$ cat src/isc_pkg.sv
// Shared constants, types and codes for the image scaler.
package isc_pkg;

  // Frame store geometry and pixel format.
  localparam int MAX_DIM      = 64;
  localparam int CHANNEL_BITS = 8;
  localparam int NUM_CH       = 3;
  localparam int DIM_W        = $clog2(MAX_DIM);
  localparam int ADDR_W       = 2 * DIM_W;
  localparam int STORE_DEPTH  = MAX_DIM * MAX_DIM;

  // Field and register widths.
  localparam int COORD_W    = 9;
  localparam int SCALE_W    = 10;
  localparam int SIZE_W     = 7;
  localparam int CFG_IDX_W  = 2;
  localparam int CFG_DATA_W = 10;

  // Scale constants.
  localparam int PERCENT_UNITY = 100;
  localparam int PERCENT_HALF  = 50;

  // Range check works on products of a size and a percent.
  localparam int RANGE_W = SIZE_W + SCALE_W;

  // Divider: quotient is a source coordinate, so it is below MAX_DIM.
  localparam int QUO_W      = DIM_W;
  localparam int DIVIDEND_W = 16;
  localparam int CNT_W      = $clog2(QUO_W + 1);
  localparam int DSR_W      = SCALE_W + QUO_W - 1;
  localparam int CMP_W      = (DIVIDEND_W > DSR_W) ? DIVIDEND_W : DSR_W;

  // Box filter.
  localparam int ACC_W      = CHANNEL_BITS + 2;
  localparam int BOX_READS  = 4;
  localparam int BOX_CNT_W  = 3;

  // Channel 2 is red, 1 is green, 0 is blue.
  typedef logic [NUM_CH-1:0][CHANNEL_BITS-1:0] pixel_t;

  typedef enum logic {
    OP_WRITE = 1'b0,
    OP_READ  = 1'b1
  } op_t;

  typedef enum logic [1:0] {
    ST_OK          = 2'd0,
    ST_UNSUPPORTED = 2'd1,
    ST_RANGE       = 2'd2
  } status_t;

  typedef enum logic [CFG_IDX_W-1:0] {
    REG_SCALE = 2'd0,
    REG_ROWS  = 2'd1,
    REG_COLS  = 2'd2
  } cfg_reg_t;

  typedef enum logic [2:0] {
    S_IDLE,
    S_CHECK,
    S_DIVR,
    S_DIVC,
    S_NNDAT,
    S_BOX,
    S_AVG,
    S_EMIT
  } state_t;

  typedef struct packed {
    logic busy;
    logic done;
  } div_stat_t;

endpackage

$ cat src/isc_divider.sv
// Restoring divider producing one quotient bit per cycle.
module isc_divider import isc_pkg::*; (
  input  logic                  clk,
  input  logic                  rst_n,
  input  logic                  start,
  input  logic [DIVIDEND_W-1:0] dividend,
  input  logic [SCALE_W-1:0]    divisor,
  output logic [QUO_W-1:0]      quotient,
  output div_stat_t             stat
);

  logic [DIVIDEND_W-1:0] rem_r, rem_nxt;
  logic [DSR_W-1:0]      dsr_r, dsr_nxt;
  logic [QUO_W-1:0]      quo_r, quo_nxt;
  logic [CNT_W-1:0]      cnt_r, cnt_nxt;
  logic                  busy_r, busy_nxt;
  logic                  done_r, done_nxt;
  logic                  ge;

  // The caller guarantees the quotient is below 2**QUO_W, so the shifted
  // divisor starts at QUO_W-1 places.
  always_comb begin
    ge       = CMP_W'(rem_r) >= CMP_W'(dsr_r);
    rem_nxt  = rem_r;
    dsr_nxt  = dsr_r;
    quo_nxt  = quo_r;
    cnt_nxt  = cnt_r;
    busy_nxt = busy_r;
    done_nxt = 1'b0;
    if (start) begin
      rem_nxt  = dividend;
      dsr_nxt  = DSR_W'(divisor) << (QUO_W - 1);
      quo_nxt  = '0;
      cnt_nxt  = '0;
      busy_nxt = 1'b1;
    end else if (busy_r) begin
      if (ge) begin
        rem_nxt = rem_r - DIVIDEND_W'(dsr_r);
      end
      quo_nxt = QUO_W'({quo_r, ge});
      dsr_nxt = dsr_r >> 1;
      cnt_nxt = cnt_r + 1'b1;
      if (cnt_r == CNT_W'(QUO_W - 1)) begin
        busy_nxt = 1'b0;
        done_nxt = 1'b1;
      end
    end
  end

  always_ff @(posedge clk) begin
    if (!rst_n) begin
      busy_r <= 1'b0;
      done_r <= 1'b0;
      cnt_r  <= '0;
    end else begin
      busy_r <= busy_nxt;
      done_r <= done_nxt;
      cnt_r  <= cnt_nxt;
    end
  end

  always_ff @(posedge clk) begin
    rem_r <= rem_nxt;
    dsr_r <= dsr_nxt;
    quo_r <= quo_nxt;
  end

  assign quotient  = quo_r;
  assign stat.busy = busy_r;
  assign stat.done = done_r;

endmodule

$ cat config.mk
export PLATFORM = sky130hd
export DESIGN_NAME = isc_divider
export DESIGN_NICKNAME = d
export VERILOG_FILES = /design/src/isc_pkg.sv /design/src/isc_divider.sv
export SDC_FILE = /design/constraint.sdc
export NUM_CORES = 1
export LEC_CHECK = 0
export BUFFER_PORTS_ARGS = -buffer_cell sky130_fd_sc_hd__buf_4
export CAP_MARGIN = 20
export CELL_PAD_IN_SITES_DETAIL_PLACEMENT = 1
export CELL_PAD_IN_SITES_GLOBAL_PLACEMENT = 1
export CORE_UTILIZATION = 45
export CTS_CLUSTER_DIAMETER = 40
export CTS_CLUSTER_SIZE = 14
export DETAILED_ROUTE_END_ITERATION = 10
export GPL_TIMING_DRIVEN = 0
export PLACE_DENSITY = 0.93
export SLEW_MARGIN = 20
export SYNTH_ARGS = -nofsm -noshare
export SYNTH_HDL_FRONTEND = slang
export SYNTH_SLANG_ARGS = --single-unit
$ cat constraint.sdc
create_clock -name clk -period 4.1 [get_ports clk]
set_clock_uncertainty 0.1 [all_clocks]
set_input_delay 0.41 -clock clk [delete_from_list [all_inputs] [get_ports clk]]
set_output_delay 0.41 -clock clk [all_outputs]
set_load 0.005 [all_outputs]
==> summary.txt, run 1 <==
Run status
  – Outcome: finished, final reports clean

Routing
  – DRC: 0
  – DRT antenna net count: 0
  – Initial DRC Count: 99
  – Vias: 2,275
  – DR pass1 iterations: 4
  – Via-to-Cell Ratio: 5.562
  – Detailed Route WL: 7.007 mm
  – WL/cell: 17.13 um

Placement
  – Placement Setup Slack: 0.9619 ns
  – DP Area: 3038 um^2
  – I/O Buffers: 35
  – Post-DP HPWL: 5.293 mm
  – Final GP Congestion: 0.8977

Cells and area
  – Synth-to-Final Area Change: 16.40%
  – Post-layout util: 55.40%
  – Final Instance Area: 3126 um^2
  – # diodes: 0
  – Final net count: 383
  – Proportion of layout cells with a drive suffix above 1: 18.99%

Worst setup path
  – CP max stage delay: 0.59 ns
  – CP Class: reg2reg
  – Worst Reg-to-Reg Cells: 9
  – Arr. time, crit path: 2.89 ns
  – Slowest cell on the critical path: nand2_1
  – Critical path depth: 9
  – Critical Path Fanout Max: 16
  – Critical Path Sink Type: flip-flop
  – Cell family with most CP delay: compound AO/OA/AOI/OAI gates
  – Startpoint types: flip-flop
  – Data required, critical path: 3.87 ns
  – Cell chain of the critical path: inv_1, ha_1, inv_1, fa_1, a21oi_2, o211a_1, nor2_1, o311ai_1, nand2_1
  – Most frequent CP cell: inv_1
  – CP bufs+invs: 2

Clock tree
  – # Post-CTS Setup Buffers: 0
  – Number of H-tree levels: 2
  – Clk sinks: 42
  – Root buffer cell: clkbuf_8
  – CTS tree: done
  – Reg clk slew, reported paths: 0.09 ns
  – CTS max path bufs: 2
  – Post_cts resized: 0
  – Skew-Pair Late Insertion Delay: 0.31 ns
  – Number of buffers created by CTS: 5
  – Post-cts hold buffer count: 0

Floorplanning
  – Initial core utilization: 47.59%
  – Core ar.: 5642 um^2
  – Die Area: 6280 um^2
  – I/O pin cnt: 37
  – Core Rows: 27
  – DIE HEIGHT: 79.25 um
  – DIE WIDTH: 79.25 um

Global routing
  – Total track usage: 24.01%
  – Overflow left after global routing: 0
  – Pin count of the biggest net entering global routing: 17
  – Number of global-route vias before repair: 2,297
  – Antenna violations before repair: 0
  – First-pass GRT wire length: 11.41 mm

Power and ir drop
  – Peak VDD IR: 0.2814 mV
  – Leak: 1.296 nW
  – Cell area power density: 503.7 nW/um^2

STA
  – RSZ-0062 raised after global routing: false
  – Final worst slack: 0.9748 ns
  – Hold Vio Cnt, Final: 0
  – Count of final setup violators: 0
  – Fin crit period: 3.125 ns
  – Slew @ Worst Pin: 0.8005 ns
  – Upper clock frequency limit: 320.0 MHz
  – Slew HR: 46.51%
  – Sum Neg Setup Slack: 0 ns
  – Slew Viols, Final: 0
  – Final worst-path cycle share: 76.22%

Synth
  – Post-synthesis register bit count: 42
  – Post-Syn Area: 2685 um^2
  – Asr flop ratio synth: 0%
  – Largest area contributor in the netlist: edfxtp_1
  – Main synth FF type: edfxtp_1
  – Top-area cell type share of the netlist area: 29.08%
  – Number of flops mapped to enable cells by yosys: 26
  – Post-synthesis sequential area ratio: 41.01%
  – Synth Instances: 294
  – Mapped Nets: 341
  – Synth top cells by count: 47 x nand2_1, 26 x edfxtp_1, 24 x nor2_1
  – Cell variety after synth: 59
  – Syn_area_per_cell: 9.133 um^2
  – Total number of yosys warnings: 0
  – Leading cell type by number of instances after synthesis: nand2_1
  – Area contributors post-synth: edfxtp_1 29%, dfxtp_1 12%, ha_1 7.9%

Flow run
  – Max-cap viol count: 0

Hold path
  – Worst hold-check path type: in2reg
  – Hold path cells: 2
-- layout by cell type (no fill, tap or decap), types with 4 or more instances in the layout --
cell type  netlist  routed
a21oi_1         14      14
a21oi_2          4       4
buf_4            2      37
buf_6            4       4
clkbuf_1         4       4
clkbuf_8         0       5
dfxtp_1         16      16
edfxtp_1        26      26
ha_1            17      17
inv_1           21      21
mux2i_1         12      12
nand2_1         47      47
nand3_1          7       7
nor2_1          24      24
nor2b_1          4       4
nor3_1           5       5
o21ai_0         17      17
o21ai_1          9       9
xnor2_1          4       4
xor2_1           5       5
-- power breakdown --
| group | switching, mW | internal (mW) | total, mW |
|---|---|---|---|
| logic | 0.439 | 0.288 | 0.726 |
| registers | 0.0313 | 0.538 | 0.569 |
| clock network | 0.159 | 0.120 | 0.279 |
| total | 0.629 | 0.946 | 1.57 |
-- metal layers --
layer  part of all wire [%]  up-vias  wire length, um  global-route usage, %
met2                     50       33             3523                  42.16
li1                       -     1122                -                      -
met5                      0        -                0                      0
met4                    1.6        0              112                  7.091
met3                    2.4        8              170                  3.448
met1                     46     1112             3201                  30.37
-- worst register-to-register path, cell delays in order (launching register included) --
cell	delay (ns)
edfxtp_1	0.37
inv_1	0.07
ha_1	0.18
inv_1	0.06
fa_1	0.41
a21oi_2	0.20
o211a_1	0.20
nor2_1	0.07
o311ai_1	0.43
nand2_1	0.59
-- sequential cells by signal (all words and copies together), names as in the netlist --
name	cells
rem_r	16
done_r	1
quotient	6
dsr_r	15
busy_r	1
cnt_r	3
-- cell type report --
cell class              count  area, um^2
repair buffers             35       262.8
flip-flops and latches     42        1101
plain buffers              15       96.34
inverters                  22       82.58
well taps                  72       90.09
clock buffers               5       68.82
multi-input cells         215        1405
fillers                   665        2516
clock inverters             3       18.77
-- per-stage QoR --
step	hold slack (ns)	cells	power, mW
detailed placement	0.3898	401	1.285
global route	0.2455	409	1.669
floorplan	0.3632	294	1.105
CTS	0.2242	409	1.566
finish	0.2193	409	1.574
global placement	0.3778	401	1.245
-- final timing paths --
path                            startpoint                       end  slack [ns]
setup / recovery        rem_r[0]$_DFFE_PP_       rem_r[15]$_DFFE_PP_        0.97
hold reg to reg   quotient[5]$_SDFFE_PP0P_  quotient[5]$_SDFFE_PP0P_        0.40
setup reg to reg        rem_r[0]$_DFFE_PP_       rem_r[15]$_DFFE_PP_        0.97
hold / removal                       rst_n         busy_r$_SDFF_PN0_        0.22
-- cells by family after synthesis --
logic type                 after synthesis  synth area share [%]
and+or+nand+nor                        102                 17.15
AOI/OAI and AO/OA                       73                 18.69
DFF                                     42                 41.01
buffers and inverters                   37                 6.663
adders and majority gates               18                 8.667
muxes                                   13                 4.893
xor gates and xnor gates                 9                 2.935
(Power assumes the default switching activity.)
==> run 2, diff against run 1 <==
--- a/config.mk
+++ b/config.mk
@@ -9,12 +9,12 @@
 export CAP_MARGIN = 20
 export CELL_PAD_IN_SITES_DETAIL_PLACEMENT = 1
 export CELL_PAD_IN_SITES_GLOBAL_PLACEMENT = 1
-export CORE_UTILIZATION = 45
+export CORE_UTILIZATION = 40
 export CTS_CLUSTER_DIAMETER = 40
 export CTS_CLUSTER_SIZE = 14
 export DETAILED_ROUTE_END_ITERATION = 10
 export GPL_TIMING_DRIVEN = 0
-export PLACE_DENSITY = 0.93
+export PLACE_DENSITY = 0.89
 export SLEW_MARGIN = 20
 export SYNTH_ARGS = -nofsm -noshare
 export SYNTH_HDL_FRONTEND = slang
==> constraint.sdc (replaced) <==
create_clock -name clk -period 2.85 [get_ports clk]
set_clock_uncertainty 0.1 [all_clocks]
set_input_delay 0.285 -clock clk [delete_from_list [all_inputs] [get_ports clk]]
set_output_delay 0.285 -clock clk [all_outputs]
set_load 0.005 [all_outputs]
==> summary.txt, run 2 (synthesis results as in run 1) <==
Run status
  – Outcome: finished with violations (was finished, final reports clean)
  – Violated checks: design-rule violations

STA
  – Count of final setup violators: 0 (unchanged)
  – Slew HR: 61.25% (was 46.51%)
  – Hold Vio Cnt, Final: 0 (unchanged)
  – RSZ-0062 raised after global routing: false (unchanged)
  – Sum Neg Setup Slack: 0 ns (unchanged)
  – Final worst-path cycle share: 93.40% (was 76.22%)
  – Fin crit period: 2.662 ns (was 3.125 ns)
  – Slew Viols, Final: 0 (unchanged)
  – Upper clock frequency limit: 375.7 MHz (was 320.0 MHz)
  – Slew @ Worst Pin: 0.5813 ns (was 0.8005 ns)

Cells and area
  – Max FFs per register: 16 (unchanged)
  – Commonest cells after routing, fill and taps aside: 46 x nand2_1, 37 x buf_4, 26 x edfxtp_1 (was 47 x nand2_1, 37 x buf_4, 26 x edfxtp_1)
  – Fin cells: 414 (was 409)
  – Most common cell after layout, fill and taps aside: nand2_1 (unchanged)
  – Synth-to-Final Area Change: 17.47% (was 16.40%)
  – Top reg by flops: rem_r (unchanged)
  – # diodes: 0 (unchanged)
  – Final net count: 383 (unchanged)
  – Proportion of layout cells with a drive suffix above 1: 19.29% (was 18.99%)

Routing
  – DR pass1 iterations: 7 (was 4)
  – Initial DRC Count: 88 (was 99)
  – Via-to-Cell Ratio: 5.536 (was 5.562)
  – Vias: 2,292 (was 2,275)
  – DRT antenna net count: 0 (unchanged)
  – DRC: 4 (was 0)
  – WL/cell: 16.85 um (was 17.13 um)
  – Detailed Route WL: 6.975 mm (was 7.007 mm)

Clock tree
  – Post-cts hold buffer count: 0 (unchanged)
  – # Post-CTS Setup Buffers: 0 (unchanged)
  – Skew-Pair Late Insertion Delay: 0.30 ns (was 0.31 ns)
  – Number of buffers created by CTS: 5 (unchanged)
  – Number of H-tree levels: 2 (unchanged)
  – Root buffer cell: clkbuf_8 (unchanged)
  – Post_cts resized: 3 (was 0)
  – Clk sinks: 42 (unchanged)
  – CTS max path bufs: 2 (unchanged)
  – CTS tree: done (unchanged)
  – Reg clk slew, reported paths: 0.08 ns (was 0.09 ns)

Worst setup path
  – CP Class: reg2reg (unchanged)
  – Data required, critical path: 2.75 ns (was 3.87 ns)
  – Reg2reg start: rem_r[0]$_DFFE_PP_ (unchanged)
  – CP max stage delay: 0.43 ns (was 0.59 ns)
  – Critical Path Sink Type: flip-flop (unchanged)
  – CP bufs+invs: 2 (unchanged)
  – Slowest cell on the critical path: o311ai_2 (was nand2_1)
  – Worst Setup SP: rem_r[0]$_DFFE_PP_ (unchanged)
  – Startpoint types: flip-flop (unchanged)
  – Cell family with most CP delay: compound AO/OA/AOI/OAI gates (unchanged)
  – R2R setup slack: 0.19 ns (was 0.97 ns)
  – Critical Path Fanout Max: 16 (unchanged)
  – Most frequent CP cell: inv_1 (unchanged)
  – Cell chain of the critical path: inv_1, ha_1, inv_1, fa_1, a21oi_2, o211a_1, nor2_1, o311ai_2, nand2_4 (was inv_1, ha_1, inv_1, fa_1, a21oi_2, o211a_1, nor2_1, o311ai_1, nand2_1)
  – Arr. time, crit path: 2.56 ns (was 2.89 ns)

Global routing
  – Pin count of the biggest net entering global routing: 17 (unchanged)
  – Antenna violations before repair: 0 (unchanged)
  – Total track usage: 21.05% (was 24.01%)
  – Overflow left after global routing: 0 (unchanged)
  – First-pass GRT wire length: 11.61 mm (was 11.41 mm)
  – Met2 Usage GRT: 36.74% (was 42.16%)
  – GRT busiest layer: met2 (unchanged)
  – M3 GR Usage: 3.165% (was 3.448%)
  – Met1 Resource Use GR: 26.25% (was 30.37%)
  – Number of global-route vias before repair: 2,404 (was 2,297)

Power and ir drop
  – Peak VDD IR: 0.3487 mV (was 0.2814 mV)
  – Leak: 1.299 nW (was 1.296 nW)
  – Net Sw Frac: 39.07% (was 39.93%)
  – Power Internal: 1.389 mW (was 945.7 uW)
  – Comb pwr share: 45.7% (was 46.1%)
  – Switching Power: 890.5 uW (was 628.7 uW)
  – Cell area power density: 722.6 nW/um^2 (was 503.7 nW/um^2)
  – Post-route total power: 2.279 mW (was 1.574 mW)
  – Clock group share of total power: 18.4% (was 17.7%)
  – Sequential share of power: 35.9% (was 36.2%)

Placement
  – I/O Buffers: 35 (unchanged)
  – Final GP Congestion: 0.8633 (was 0.8977)
  – Post-DP HPWL: 5.309 mm (was 5.293 mm)
  – Cell total after placement: 406 (was 401)

Hold path
  – Worst hold-check path type: in2reg (unchanged)
  – Hold_sp: rst_n (unchanged)

Floorplanning
  – DIE WIDTH: 83.93 um (was 79.25 um)
  – Core ar.: 6422 um^2 (was 5642 um^2)
  – I/O pin cnt: 37 (unchanged)
  – DIE HEIGHT: 83.93 um (was 79.25 um)
  – Initial core utilization: 41.81% (was 47.59%)
  – Die Area: 7044 um^2 (was 6280 um^2)
  – Core Rows: 29 (was 27)

Flow run
  – Max-cap viol count: 0 (unchanged)
## run 2: final timing paths
| check | to | cells past startpoint |
|---|---|---|
| worst max register to register | rem_r[5]$_DFFE_PP_ | 9 |
| worst max-delay path | rem_r[5]$_DFFE_PP_ | 9 |
| worst min register to register | done_r$_SDFF_PP0_ | 2 |
| worst min-delay path | busy_r$_SDFF_PN0_ | 2 |
## run 2: power groups by stage
| stage | clock network (mW) | registers, mW | logic [mW] |
|---|---|---|---|
| finish | 0.420 | 0.817 | 1.04 |
| CTS | 0.428 | 0.819 | 1.03 |
| floorplan | 0 | 0.816 | 0.774 |
| global route | 0.444 | 0.829 | 1.15 |
| global placement | 0 | 0.826 | 0.967 |
| detailed placement | 0 | 0.834 | 1.01 |
## run 2: cell type report
type                       count  area (um^2)
tap                           77        96.34
inverter                      22        82.58
fill                         741         3268
timing repair buffer          35        262.8
multi-input combinational    215         1420
sequential                    42         1101
clock buffer                   7        86.33
clock inverter                 1        8.758
buffer                        15        96.34
## run 2: metal layers
metal  share of wire, %  wire [um]
met5                  0          0
met4                2.1        143
met3                2.9        200
met2                 49       3438
met1                 46       3193
## run 2: worst reg2reg max path, stage by stage, from the launching register on
cell	delay, ns
edfxtp_1	0.37
inv_1	0.07
ha_1	0.17
inv_1	0.06
fa_1	0.41
a21oi_2	0.19
o211a_1	0.20
nor2_1	0.08
o311ai_2	0.43
nand2_4	0.27
## run 2: stage by stage
| step | instance area (um^2) | utilization [%] | setup WS [ns] | hold WS [ns] |
|---|---|---|---|---|
| after floorplan | 2685 | - | 0.3182 | 0.3132 |
| after global placement | 3044 | 47.40 | -0.2179 | 0.3779 |
| after detailed placement | 3044 | 47.40 | -0.3033 | 0.3944 |
| after CTS | 3154 | 49.11 | 0.1718 | 0.1063 |
| after global routing | 3154 | 49.11 | 0.0002711 | 0.1314 |
| final | 3154 | 49.11 | 0.1881 | 0.1066 |
